<file path="src/design/pbts_pkg.sv">
// shared types, opcodes and helpers for the task scheduler
`default_nettype none

package pbts_pkg;

    localparam int NUM_TASKS  = 32;
    localparam int TASK_W     = $clog2(NUM_TASKS);
    localparam int FIELD_W    = 5;
    localparam int CMD_IDX_W  = (TASK_W > FIELD_W) ? TASK_W : FIELD_W;
    localparam int OPCODE_W   = 3;
    localparam int DELAY_W    = 8;

    localparam logic [OPCODE_W-1:0] OP_CREATE   = 3'd0;
    localparam logic [OPCODE_W-1:0] OP_SUSPEND  = 3'd1;
    localparam logic [OPCODE_W-1:0] OP_RESUME   = 3'd2;
    localparam logic [OPCODE_W-1:0] OP_DELAY    = 3'd3;
    localparam logic [OPCODE_W-1:0] OP_TICK     = 3'd4;
    localparam logic [OPCODE_W-1:0] OP_SCHEDULE = 3'd5;

    // command broadcast to every cell
    typedef struct packed {
        logic                 valid;
        logic [OPCODE_W-1:0]  op;
        logic [CMD_IDX_W-1:0] idx;
        logic [DELAY_W-1:0]   dly;
    } cmd_t;

    // priority token handed from cell to cell
    typedef struct packed {
        logic              found;
        logic [TASK_W-1:0] idx;
    } scan_t;

    // task index to the 5-bit output field
    function automatic logic [FIELD_W-1:0] to_field(input logic [TASK_W-1:0] idx);
        logic [CMD_IDX_W-1:0] ext;
        ext = CMD_IDX_W'(idx);
        return ext[FIELD_W-1:0];
    endfunction

endpackage

`default_nettype wire

</file>
<file path="src/design/pbts_cell.sv">
// one task cell: ready bit, created flag, delay counter and a priority stage
`default_nettype none

module pbts_cell (
    input  wire                      clk,
    input  wire                      rst_n,
    input  wire [pbts_pkg::TASK_W-1:0] cell_id,
    input  wire pbts_pkg::cmd_t      cmd,
    input  wire pbts_pkg::scan_t     scan_in,
    output pbts_pkg::scan_t          scan_out
);
    import pbts_pkg::*;

    logic               ready_reg, ready_next;
    logic               created_reg, created_next;
    logic [DELAY_W-1:0] delay_reg, delay_next;
    scan_t              scan_reg, scan_next;
    logic               hit;
    logic [DELAY_W-1:0] dec;

    assign hit = (cmd.idx == CMD_IDX_W'(cell_id));
    assign dec = (delay_reg != '0) ? (delay_reg - DELAY_W'(1)) : delay_reg;

    always_comb
    begin
        ready_next   = ready_reg;
        created_next = created_reg;
        delay_next   = delay_reg;
        if (cmd.valid)
        begin
            case (cmd.op)
                OP_CREATE:
                begin
                    if (hit)
                    begin
                        created_next = 1'b1;
                        ready_next   = 1'b1;
                    end
                end
                OP_SUSPEND:
                begin
                    if (hit)
                    begin
                        delay_next = '0;
                        ready_next = 1'b0;
                    end
                end
                OP_RESUME:
                begin
                    if (hit)
                    begin
                        delay_next = '0;
                        ready_next = 1'b1;
                    end
                end
                OP_DELAY:
                begin
                    if (hit)
                    begin
                        delay_next = cmd.dly;
                        ready_next = 1'b0;
                    end
                end
                OP_TICK:
                begin
                    // task 0 never counts down
                    if (created_reg && (cell_id != '0))
                    begin
                        delay_next = dec;
                        if (dec == '0)
                            ready_next = 1'b1;
                    end
                end
                default:
                begin
                end
            endcase
        end
    end

    // lower index already found wins, else offer this task if ready
    always_comb
    begin
        if (scan_in.found)
            scan_next = scan_in;
        else if (ready_reg)
            scan_next = '{found: 1'b1, idx: cell_id};
        else
            scan_next = '0;
    end

    always_ff @(posedge clk or negedge rst_n)
    begin
        if (!rst_n)
        begin
            ready_reg   <= 1'b0;
            created_reg <= 1'b0;
            delay_reg   <= '0;
            scan_reg    <= '0;
        end
        else
        begin
            ready_reg   <= ready_next;
            created_reg <= created_next;
            delay_reg   <= delay_next;
            scan_reg    <= scan_next;
        end
    end

    assign scan_out = scan_reg;

endmodule

`default_nettype wire

</file>
<file path="src/design/priority_bitmap_task_scheduler.sv">
// top level of the ready-bitmap task scheduler with tick delays
//
//  channel   | ports                                      | handshake
//  ----------+--------------------------------------------+---------------------------
//  command   | opcode, task_index, delay_ticks            | start && !busy
//  result    | current_task, highest_ready, any_ready     | done, one cycle, no stall
//
// each transaction applies the opcode in every cell at the accepting edge, lets
// the priority token ripple through the registered cell chain while the counter
// runs, then latches the result in the finish state
// busy is high from the accepting edge until the cycle done is shown; a new
// transaction may be accepted in the same cycle as done
// reset clears all task state, the running task and the chain
// results cannot be held off by the receiver
`default_nettype none

module priority_bitmap_task_scheduler (
    input  wire                              clk,
    input  wire                              rst_n,
    input  wire                              start,
    output logic                             busy,
    input  wire  [pbts_pkg::OPCODE_W-1:0]    opcode,
    input  wire  [pbts_pkg::FIELD_W-1:0]     task_index,
    input  wire  [pbts_pkg::DELAY_W-1:0]     delay_ticks,
    output logic                             done,
    output logic [pbts_pkg::FIELD_W-1:0]     current_task,
    output logic [pbts_pkg::FIELD_W-1:0]     highest_ready,
    output logic                             any_ready
);
    import pbts_pkg::*;

    // controller states
    localparam logic [1:0] ST_IDLE   = 2'd0;
    localparam logic [1:0] ST_SCAN   = 2'd1;
    localparam logic [1:0] ST_FINISH = 2'd2;

    logic [1:0]          state_reg, state_next;
    logic [TASK_W-1:0]   cnt_reg, cnt_next;
    logic [OPCODE_W-1:0] op_reg, op_next;
    logic [TASK_W-1:0]   running_reg, running_next;
    logic [FIELD_W-1:0]  highest_reg, highest_next;
    logic                any_reg, any_next;
    logic                done_reg, done_next;
    logic                accept;
    cmd_t                cmd;
    scan_t               chain [NUM_TASKS+1];

    assign accept = start && (state_reg == ST_IDLE);

    // delay targets the running task, the other opcodes the given index
    always_comb
    begin
        cmd.valid = accept;
        cmd.op    = opcode;
        cmd.dly   = delay_ticks;
        if (opcode == OP_DELAY)
            cmd.idx = CMD_IDX_W'(running_reg);
        else
            cmd.idx = CMD_IDX_W'(task_index);
    end

    // row of task cells, task 0 at the head of the priority chain
    assign chain[0] = '0;

    genvar g;
    generate
        for (g = 0; g < NUM_TASKS; g++)
        begin : g_cell
            pbts_cell u_cell (
                .clk      (clk),
                .rst_n    (rst_n),
                .cell_id  (TASK_W'(g)),
                .cmd      (cmd),
                .scan_in  (chain[g]),
                .scan_out (chain[g+1])
            );
        end
    endgenerate

    // sequencer: apply, ripple, latch
    always_comb
    begin
        state_next   = state_reg;
        cnt_next     = cnt_reg;
        op_next      = op_reg;
        running_next = running_reg;
        highest_next = highest_reg;
        any_next     = any_reg;
        done_next    = 1'b0;
        case (state_reg)
            ST_IDLE:
            begin
                if (accept)
                begin
                    op_next    = opcode;
                    cnt_next   = '0;
                    state_next = ST_SCAN;
                end
            end
            ST_SCAN:
            begin
                cnt_next = cnt_reg + TASK_W'(1);
                if (cnt_reg == TASK_W'(NUM_TASKS - 1))
                    state_next = ST_FINISH;
            end
            ST_FINISH:
            begin
                // tail of the chain now holds the lowest ready index
                highest_next = to_field(chain[NUM_TASKS].idx);
                any_next     = chain[NUM_TASKS].found;
                // empty map keeps the running task
                if (((op_reg == OP_DELAY) || (op_reg == OP_SCHEDULE))
                    && chain[NUM_TASKS].found)
                    running_next = chain[NUM_TASKS].idx;
                done_next  = 1'b1;
                state_next = ST_IDLE;
            end
            default:
            begin
                state_next = ST_IDLE;
            end
        endcase
    end

    always_ff @(posedge clk or negedge rst_n)
    begin
        if (!rst_n)
        begin
            state_reg   <= ST_IDLE;
            cnt_reg     <= '0;
            op_reg      <= OP_SCHEDULE;
            running_reg <= '0;
            highest_reg <= '0;
            any_reg     <= 1'b0;
            done_reg    <= 1'b0;
        end
        else
        begin
            state_reg   <= state_next;
            cnt_reg     <= cnt_next;
            op_reg      <= op_next;
            running_reg <= running_next;
            highest_reg <= highest_next;
            any_reg     <= any_next;
            done_reg    <= done_next;
        end
    end

    assign busy          = (state_reg != ST_IDLE);
    assign done          = done_reg;
    assign current_task  = to_field(running_reg);
    assign highest_ready = highest_reg;
    assign any_ready     = any_reg;

`ifndef NO_ASSERTIONS
    // a result only follows the latch cycle
    a_done_after_finish: assert property (@(posedge clk) disable iff (!rst_n)
        done |-> $past(state_reg == ST_FINISH))
        else $error("done without finish cycle");

    // an accepted transaction makes the block busy
    a_busy_after_accept: assert property (@(posedge clk) disable iff (!rst_n)
        (start && !busy) |=> busy)
        else $error("accepted transaction did not raise busy");

    // empty ready map reports index zero
    a_empty_map_zero: assert property (@(posedge clk) disable iff (!rst_n)
        (done && !any_ready) |-> (highest_ready == '0))
        else $error("empty map with nonzero highest_ready");

    // the running task changes only together with a result
    a_current_with_done: assert property (@(posedge clk) disable iff (!rst_n)
        !$stable(current_task) |-> done)
        else $error("current_task changed without a result");
`endif

endmodule

`default_nettype wire

</file>
<file path="config.mk">
export PLATFORM = sky130hd
export DESIGN_NAME = priority_bitmap_task_scheduler
export DESIGN_NICKNAME = d
export VERILOG_FILES = /design/src/design/pbts_pkg.sv /design/src/design/pbts_cell.sv /design/src/design/priority_bitmap_task_scheduler.sv
export SDC_FILE = /design/constraint.sdc
export NUM_CORES = 1
export LEC_CHECK = 0
export BUFFER_PORTS_ARGS = -buffer_cell sky130_fd_sc_hd__buf_2
export CAP_MARGIN = 10
export CORE_ASPECT_RATIO = 0.6
export CORE_MARGIN = 3
export CORE_UTILIZATION = 65
export DETAILED_ROUTE_END_ITERATION = 8
export HOLD_SLACK_MARGIN = 0.05
export PLACE_DENSITY = 0.82
export SLEW_MARGIN = 25
export SYNTH_ARGS = -nofsm -noshare
export SYNTH_HDL_FRONTEND = slang
export SYNTH_SLANG_ARGS = --single-unit
</file>
<file path="constraint.sdc">
create_clock -name clk -period 6 [get_ports clk]
set_clock_uncertainty 0.2 [all_clocks]
set_input_delay 0.6 -clock clk [delete_from_list [all_inputs] [get_ports clk]]
set_output_delay 0.6 -clock clk [all_outputs]
set_load 0.01 [all_outputs]
</file>
# ---- Word level (Yosys, flattened, before mapping)
# Index checks and enable logic that the tools add are counted.
dict set report word_totals {
  register_bits 525
  latch_bits 0
  ram_bits 0
  mem_bits_ro 0
  output_inout_bits 13
  wordCells 984
  n_memories 0
}
dict set report classes {
  addsub 32
  multipliers 0
  div 0
  order_cmp 0
  n_eq_ne 230
  shifts 0
  muxes 383
  bitwise_logic 0
  n_reduce_logical 174
}
# op n
set ops {}
lappend ops {{two-way mux 8 bit} 124}
lappend ops {{one-hot mux 8 bit (3 select lines)} 31}
lappend ops {{two-way mux 6 bit} 63}
lappend ops {{inequality test 2 x 1 -> 1 bit, second input constant} 188}
lappend ops {{zero test 8 bit} 31}
lappend ops {{nonzero test 8 bit} 31}
lappend ops {{subtractor 8 x 1 -> 8 bit, second input constant} 31}
lappend ops {{AND reduction 6 bit} 31}
lappend ops {{AND reduction 5 bit} 31}
lappend ops {{two-way mux 1 bit} 127}
lappend ops {{one-hot mux 1 bit (3 select lines)} 31}
lappend ops {{AND reduction 3 bit} 31}
lappend ops {{equality test 5 bit, second input constant} 17}
lappend ops {{equality test 5 x 4 -> 1 bit, second input constant} 8}
lappend ops {{equality test 5 x 3 -> 1 bit, second input constant} 4}
lappend ops {{equality test 5 x 2 -> 1 bit, second input constant} 2}
lappend ops {{two-way mux 5 bit} 2}
lappend ops {{one-hot mux 5 bit (2 select lines)} 1}
lappend ops {{equality test 3 x 2 -> 1 bit, second input constant} 3}
lappend ops {{AND reduction 2 bit} 4}
lappend ops {{equality test 3 bit, second input constant} 2}
lappend ops {{nonzero test 2 bit} 3}
lappend ops {{nonzero test 3 bit} 2}
lappend ops {{OR reduction 2 bit} 3}
lappend ops {{other kinds (15)} 18}

# ---- Depth between registers and ports, before layout
# Gate-level depths: netlist of the first run.
dict set report depth {
  word_depth 6
  mapped_depth 10
}

# ---- Hierarchy
# A second synthesis of the first run with hierarchy kept.
dict set report hier_totals {
  cells_unflattened 3679
  area_unflattened_um2 35362.7
}
# module n_inst cells_per_inst area_each_um2 seq_area_each_um2
set modules_own_cells {}
lappend modules_own_cells {{pbts_cell (g_cell[24].u_cell ...)} 15 123 1166.1 400.4}
lappend modules_own_cells {{pbts_cell (g_cell[0].u_cell ...)} 15 102 977.2 400.4}
lappend modules_own_cells {{pbts_cell (g_cell[23].u_cell)} 1 118 1124.8 400.4}
lappend modules_own_cells {{pbts_cell (g_cell[9].u_cell)} 1 115 1082.3 400.4}
lappend modules_own_cells {priority_bitmap_task_scheduler 1 71 1006.0 553.0}

# ---- Worst setup path after synthesis of the first run
# Ideal clock, no wire load.
dict set report synth_path {
  path_type {input-to-reg}
  start {in opcode[1] in the netlist's numbering}
  end {reg g_cell[27].u_cell.delay_reg[0]}
  arrival_time_ps 2344
  t_required_ps 5679
  setup_slack_ps 3335
  stages 8
  n_path_buf 2
  cell_sequence {buf_2 -> and3b_1 -> buf_4 -> o2bb2ai_2 -> nand2_1 -> o32ai_4 -> o21ai_0 -> a22o_1}
}
dict set report synth_via {
  elab_chain_len 5
  word_cells_on_any_way 13
}
# element line_no
set synth_lines {}
lappend synth_lines {{start, declared} priority_bitmap_task_scheduler.sv:22} ;# input wire [pbts_pkg::OPCODE_W-1:0] opcode,
lappend synth_lines {{equality test 3 x 2 -> 1 bit} {pbts_cell.sv:31, priority_bitmap_task_scheduler.sv:56}}
lappend synth_lines {{two-way mux 5 bit} priority_bitmap_task_scheduler.sv:56} ;# if (opcode == OP_DELAY)
lappend synth_lines {{equality test 5 bit} pbts_cell.sv:21} ;# assign hit = (cmd.idx == CMD_IDX_W'(cell_id));
lappend synth_lines {{inequality test 2 x 1 -> 1 bit (no source line)} -}
lappend synth_lines {{AND reduction 5 bit (no source line)} -}
lappend synth_lines {{end signal, assigned} pbts_cell.sv:105} ;# delay_reg <= delay_next;
lappend synth_lines {{end, declared} pbts_cell.sv:16} ;# logic [DELAY_W-1:0] delay_reg, delay_next;
# Parallel ways exist; a longest one is shown, timed or not.
# A chain may end at the register's enable or synchronous reset.

# ---- Worst setup path after layout of the first run
dict set report layout_path {
  start {in opcode[2] in the netlist's numbering}
  end {reg g_cell[22].u_cell.delay_reg[7]}
}
dict set report layout_via {
  elab_chain_len 5
  word_cells_on_any_way 13
}
# element line_no
set layout_lines {}
lappend layout_lines {{equality test 3 x 2 -> 1 bit} {pbts_cell.sv:31, priority_bitmap_task_scheduler.sv:56}}
lappend layout_lines {{two-way mux 5 bit} priority_bitmap_task_scheduler.sv:56}
lappend layout_lines {{equality test 5 bit} pbts_cell.sv:21}
lappend layout_lines {{inequality test 2 x 1 -> 1 bit (no source line)} -}
lappend layout_lines {{AND reduction 5 bit (no source line)} -}
lappend layout_lines {{end signal, assigned} pbts_cell.sv:105}
lappend layout_lines {{end, declared} pbts_cell.sv:16}
# Parallel ways exist; a longest one is shown, timed or not.

==> metrics.md, run 1 <==
| Metric | Value |
|---|---|
| Distinct cells, synth | `86` |
| Hold Vio Cnt, Final | `0` |
| Initial Util | `0.670` |
| CTS tree | `done` |
| Final setup vio count | `0` |
| Syn Inst Count | `3154` |
| Post-synth ARST share | `1.00` |
| Clock-pin slew on the worst setup and hold paths | `0.07 ns` |
| Worst reg2reg startpoint | `state_reg[0]$_DFFE_PN0P_` |
| Core area | `41200 µm²` |
| CP required | `6.25 ns` |
| Worst Setup EP | `g_cell[22].u_cell.delay_reg[7]$_DFFE_PN0P_` |
| Most frequent cells in the layout | `dfrtp_1, o21ai_0, nand2_1` |
| Peak VDD IR | `331 µV` |
| Synth warnings | `0` |
| Number of global-route vias before repair | `23500` |
| Area grow syn2layout | `8.12%` |
| Grt total ovfl | `0` |
| GR peak layer | `met1` |
| Antenna viol nets, final | `0` |
| Capturing point of the worst reg2reg path | `g_cell[19].u_cell.ready_reg$_DFFE_PN0P_` |
| Worst Reg-to-Reg Cells | `6` |
| Hold Crit Class | `input pin to flop` |
| DR WL/cell | `22.1 µm` |
| Crit Path Class | `input pin to flop` |
| Post-route DRC | `0` |
| GR Util met3 | `0.0916` |
| Gate power share | `0.171` |
| H-tree level count | `2` |
| Port bufs | `31` |
| Startpoint Class | `input pin` |
| Drt first-iter violations | `3580` |
| F_max | `0.291 GHz` |
| RSZ-0062 raised after global routing | `false` |
| Tmin final | `3.43 ns` |
| Max-cap violation count | `0` |
| Final wirelength | `81900 µm` |
| Largest net degree at the start of global routing | `176` |
| Die footprint | `45000 µm²` |
| Max reg flops | `248` |
| Register bit total from synthesis | `494` |
| Root Buffer | `clkbuf_16` |
| Switching power | `2.69 mW` |
| Worst Path Max Fanout | `33` |
| Filler Cells Inserted | `3063` |
| Gp weighted congestion | `0.947` |
| Antenna violations before repair | `2` |
| CP Launch Point | `opcode[2]` |
| Setup TNS | `0 ns` |
| Worst slew pin tran | `1.05 ns` |
| I/O pin count | `32` |
| Share of total power in the clock network | `0.362` |
| Layout cells sized above 1 | `0.0823` |
| Synth Net Count | `3230` |
| Post-synth EDFFs | `0` |
| Clock latency on the worst-skew pair | `0.58 ns` |
| Sw frac | `0.299` |
| Pins over their slew limit | `0` |
| CTS sink cnt | `494` |
| CP Capture Type | `flop` |
| Reg power frac | `0.467` |
| GRT Resource Usage Total | `0.363` |
| Post-route insts no fill | `3709` |
| DRT Pass-1 Iters | `6` |
| R2R Setup Slk | `2.59 ns` |
| Final worst path period share | `0.572` |
| Commonest register cell after synthesis | `dfrtp_1` |
| LEAKAGE | `13.2 nW` |
| Cell row count | `57` |
| Post-DP HPWL | `53400 µm` |
| Pwr dens | `301 nW/µm²` |
| Register area share after synthesis | `0.448` |
| Met2 usage in global routing | `0.524` |
| Core Util, Final | `0.725` |
| Internal | `6.30 mW` |
| Setup bufs post-CTS | `0` |
| DR vias | `25400` |
| Most common cell after layout, fill and taps aside | `dfrtp_1` |
| Longest Clk Path Bufs | `3` |
| Slew headroom | `0.282` |
| Mapped cell area | `27600 µm²` |
| Num CTS Buffers | `47` |
| DP Cell Count | `3618` |
| Via/cell ratio | `6.84` |
| First-pass GRT wire length | `130000 µm` |
| Die span in y | `166 µm` |
| Post-Syn Area per Cell | `8.74 µm²` |
| Met1 Track Usage GR | `0.535` |
| Status | `finished, final reports clean` |
| Die Width | `272 µm` |
| Post-layout nets | `3185` |
| Crit path DAT | `3.68 ns` |
==> worst min-delay path by stage <==
stage,startpoint,end,cells past startpoint
after global routing,opcode[1],op_reg[1]$_DFFE_PN0P_,3
final,start,state_reg[0]$_DFFE_PN0P_,3
after CTS,start,state_reg[0]$_DFFE_PN0P_,3
after floorplan,rst_n,any_ready$_DFFE_PN0P_,0
after global placement,g_cell[0].u_cell.ready_reg$_DFFE_PN0P_,g_cell[0].u_cell.scan_out[5]$_DFF_PN0_,0
after detailed placement,g_cell[0].u_cell.ready_reg$_DFFE_PN0P_,g_cell[0].u_cell.scan_out[5]$_DFF_PN0_,0
==> cell usage after synthesis (all sizes together), types with 22 or more instances <==
library cell,number,area [µm²]
clkbuf,109,410
a21o,25,188
a22o,49,430
o31ai,23,173
xnor2,23,201
inv,120,450
and2,81,508
mux2i,37,374
o22ai,27,169
nor2b,26,163
nor4,38,238
or2,44,275
nor3,120,601
mux2,33,372
nand3,43,215
nor3b,22,165
a31oi,108,676
o21bai,23,173
or3,22,143
a21oi,204,1020
o21ai,394,1980
nor2,271,1020
buf,45,235
dfrtp,492,12300
nand2b,55,344
nand2,353,1330
ha,57,713
==> cell families (layout without fill, tap and decap cells) <==
family | after synthesis | in the layout | share of synthesized area
compound gates | 1035 | 1035 | 0.233
xor+xnor | 32 | 32 | 0.0102
fa+ha+maj | 57 | 57 | 0.0259
buf+inv | 274 | 267 | 0.0397
flops | 494 | 494 | 0.448
mux | 70 | 70 | 0.0270
other cells | 0 | 2 | 0
simple gates | 1192 | 1192 | 0.216
==> per-stage QoR <==
step                total power [mW]  instance area [µm²]  worst slack (ns)  hold slack, ns
finish                          8.99                29800              2.57           0.139
global route                    9.39                29800              2.49           0.160
CTS                             8.97                29800              2.55           0.121
detailed placement              5.71                28100              1.88           0.181
global placement                5.64                28100              2.10           0.187
floorplan                       5.18                27600              3.34           0.104
==> area by class of cell <==
type,count,area [µm²],area share
antenna,2,5.00,0.000168
clock buffer,65,1380,0.0462
clock inverter,22,308,0.0103
inverter,120,450,0.0151
multi-input combinational,2386,14200,0.475
sequential,494,12400,0.415
tap,560,701,0.0235
timing repair buffer,60,443,0.0149
==> repair_timing <==
action	4_1_cts	5_1_grt
hold buffers	1	0
gates resized for setup	0	0
setup endpoints to repair	0	0
endpoints found under the hold margin	60	0
==> power groups by stage <==
stage | Combinational [mW] | Clock (mW) | Sequential [mW]
6_report | 1.54 | 3.25 | 4.19
5_1_grt | 1.70 | 3.43 | 4.25
4_1_cts | 1.50 | 3.28 | 4.18
3_5_place_dp | 1.49 | 0 | 4.23
3_3_place_gp | 1.43 | 0 | 4.21
2_1_floorplan | 1.11 | 0 | 4.06
==> routing by layer <==
metal | routed length (µm) | up-vias
met2 | 33700 | 1645
met5 | 0 | -
met3 | 10500 | 263
li1 | - | 11400
met4 | 3050 | 0
met1 | 34600 | 12100
==> worst max-delay path, stage by stage <==
cell	delay [ns]
buf_2	0.54
nand3b_2	0.62
mux2i_1	0.44
and3_1	0.34
o21ai_1	0.70
mux2_2	0.41
Power figures use the tool's default switching activity.
==> inputs of run 2 (changes only) <==
--- a/config.mk
+++ b/config.mk
@@ -9,10 +9,10 @@
 export CAP_MARGIN = 10
 export CORE_ASPECT_RATIO = 0.6
 export CORE_MARGIN = 3
-export CORE_UTILIZATION = 65
+export CORE_UTILIZATION = 58
 export DETAILED_ROUTE_END_ITERATION = 8
 export HOLD_SLACK_MARGIN = 0.05
-export PLACE_DENSITY = 0.82
+export PLACE_DENSITY = 0.77
 export SLEW_MARGIN = 25
 export SYNTH_ARGS = -nofsm -noshare
 export SYNTH_HDL_FRONTEND = slang
==> constraint.sdc (replaced) <==
create_clock -name clk -period 2.7 [get_ports clk]
set_clock_uncertainty 0.2 [all_clocks]
set_input_delay 0.27 -clock clk [delete_from_list [all_inputs] [get_ports clk]]
set_output_delay 0.27 -clock clk [all_outputs]
set_load 0.01 [all_outputs]
==> run 2 against run 1 <==
  * Global-route usage shrank 2.6 points
  * Flip-flop and latch count is the same
  * Setup slack lost 2.5 ns
  * Non-clock buffer count grew 157
  * Core utilization shrank 5.3 points
  * Combinational power grew 140%
  * Clock power grew 120%
  * Register-to-register slack lost 2.5 ns
  * Cell area grew 5.0%
  * Critical path type unchanged
==> metrics.md, run 2 (same netlist as run 1, synthesis figures left out) <==
| Metric | Value |
|---|---|
| Final worst path period share | `0.989` |
| F_max | `0.375 GHz` |
| First-pass GRT wire length | `135000 µm (+4.3%)` |
| Design Area, Final | `31300 µm² (+5.0%)` |
| Grt total ovfl | `0 (unchanged)` |
| Worst slew pin tran | `0.681 ns (-0.366 ns)` |
| DR vias | `25800 (+1.7%)` |
| Tmin final | `2.67 ns` |
| Setup TNS | `0 ns (unchanged)` |
| Crit path DAT | `2.93 ns (-0.75 ns)` |
| Filler Cells Inserted | `3737 (+22%)` |
| Hold Vio Cnt, Final | `0 (unchanged)` |
| Pre-CTS WS | `-0.0233 ns (-1.90 ns)` |
| Status | `finished, final reports clean` |
| Pins over their slew limit | `0 (unchanged)` |
| Crit Path Class | `input pin to flop` |
| Root Buffer | `clkbuf_16` |
| CTS sink cnt | `494 (unchanged)` |
| Max Used Layer | `met5` |
| Slew headroom | `0.546 (+0.264)` |
| GRT Resource Usage Total | `0.337 (-0.0263)` |
| Core Util, Final | `0.671 (-0.0532)` |
| Peak VDD IR | `460 µV (+39%)` |
| Final wirelength | `85700 µm (+4.6%)` |
| Startpoint Class | `input pin` |
| Area occupied by multi-input gates | `14200 µm² (+0.29%)` |
| LEAKAGE | `14.0 nW (+6.3%)` |
| DP Cell Count | `3839 (+6.1%)` |
| Drt first-iter violations | `3223 (-10%)` |
| CP Capture Type | `flop` |
| Antenna viol nets, final | `0 (unchanged)` |
| Core area | `46600 µm² (+13%)` |
| CP required | `2.96 ns (-3.29 ns)` |
| Met3 Wirelength | `9760 µm (-7.3%)` |
| Post-route total power | `20.2 mW (+130%)` |
| Num CTS Buffers | `47 (unchanged)` |
| Final worst setup slack | `0.0305 ns (-2.54 ns)` |
| Post-layout nets | `3342 (+4.9%)` |
| Post-DP HPWL | `58600 µm (+9.9%)` |
| H-tree level count | `2 (unchanged)` |
| DR WL/cell | `21.8 µm (-1.4%)` |
| Clock-pin slew on the worst setup and hold paths | `0.07 ns (about the same)` |
| Clock latency on the worst-skew pair | `0.59 ns (about the same)` |
| Longest Clk Path Bufs | `3 (unchanged)` |
| Largest net degree at the start of global routing | `76 (-57%)` |
| Hold Slack | `0.0779 ns (-0.0607 ns)` |
| Post-DP Area | `29500 µm² (+5.0%)` |
| Pwr dens | `646 nW/µm² (+110%)` |
| Initial Util | `0.591 (-0.0788)` |
| M1 WL | `37100 µm (+7.3%)` |
| Number of global-route vias before repair | `24100 (+2.7%)` |
| Area grow syn2layout | `13.5%` |
| Antenna violations before repair | `5 (+3)` |
| Post-route DRC | `0 (unchanged)` |
| Gp weighted congestion | `0.941 (-0.62%)` |
| DRT Pass-1 Iters | `6 (unchanged)` |
| Layout cells sized above 1 | `0.127 (+0.0452)` |
| Most common cell after layout, fill and taps aside | `dfrtp_1` |
| Max-cap violation count | `0 (unchanged)` |
| CTS tree | `done` |
| Max reg flops | `248 (unchanged)` |
| Die footprint | `50300 µm² (+12%)` |
| Cell row count | `61 (+7.0%)` |
| I/O pin count | `32 (unchanged)` |
| Via/cell ratio | `6.56 (-4.1%)` |
| Post-route insts no fill | `3935 (+6.1%)` |
| Setup bufs post-CTS | `0 (unchanged)` |
| Reg area | `12400 µm² (about the same)` |
| Worst Path Max Fanout | `34 (+3.0%)` |
| Hold Crit Class | `input pin to async pin` |
| WL met2 | `35900 µm (+6.5%)` |
| Port bufs | `31 (unchanged)` |
| Final setup vio count | `0 (unchanged)` |
| Die Width | `288 µm (+5.7%)` |
| Most frequent cells in the layout | `dfrtp_1, o21ai_0, nand2_1` |
| Die span in y | `175 µm (+5.7%)` |
-- run 2: changes by cell type in the layout (fill, tap and decap cells not counted), moves of 3 or more --
cell	previous run	this run
nand2_2	0	5
buf_12	3	19
dlygate4sd3_1	1	8
dfrtp_1	492	488
dfrtp_2	0	4
clkbuf_8	9	5
o31ai_1	23	19
nand2_1	352	347
clkinvlp_4	6	9
buf_4	24	159
o31ai_2	0	4
-- run 2: timing repair --
action / 4_1_cts / 5_1_grt
hold endpoints to repair: 358 / 0
setup endpoints to repair: 0 / 48
gates resized for setup: 0 / 26
hold buffers: 8 / 0
-- run 2: worst paths after layout --
path                            slack (ns)                                         end  cells after the start                                    from
worst min-delay path                  0.08     g_cell[16].u_cell.scan_out[3]$_DFF_PN0_                      2                                   rst_n
worst min register to register        0.24      g_cell[2].u_cell.scan_out[1]$_DFF_PN0_                      1  g_cell[1].u_cell.scan_out[5]$_DFF_PN0_
max in group asynchronous             1.28   g_cell[1].u_cell.delay_reg[5]$_DFFE_PN0P_                      3                                   rst_n
worst max register to register        0.06  g_cell[22].u_cell.delay_reg[3]$_DFFE_PN0P_                      9             current_task[0]$_DFFE_PN0P_
worst max-delay path                  0.03  g_cell[27].u_cell.delay_reg[1]$_DFFE_PN0P_                      9                               opcode[2]
min in group clk                      0.09  g_cell[25].u_cell.delay_reg[3]$_DFFE_PN0P_                      5                          delay_ticks[3]
-- run 2: area by class of cell --
| cell class | count | area share |
|---|---|---|
| multi-input combinational | 2386 | 0.454 |
| sequential | 494 | 0.395 |
| timing repair buffer | 217 | 0.0581 |
| clock buffer | 60 | 0.0421 |
| tap | 630 | 0.0252 |
| inverter | 120 | 0.0144 |
| clock inverter | 25 | 0.0110 |
| antenna | 3 | 0.000240 |
-- run 2: power by group --
part	switching, mW	internal (mW)
logic	2.14	1.55
registers	0.890	8.40
clock network	3.10	4.15
-- run 2: worst max-delay path: stages --
cell and delay [ns]:
buf_2 0.11, dlygate4sd3_1 0.60, buf_12 0.20, and4b_1 0.40, o2bb2ai_2 0.14, nand2_1 0.20
o32ai_4 0.44, o21ai_0 0.26, a22o_1 0.30
-- run 2: layer usage --
metal,track usage,up-vias
li1,-,11700
met1,0.502,12500
met2,0.487,1432
met3,0.0823,228
met4,0.0972,2
met5,0,-
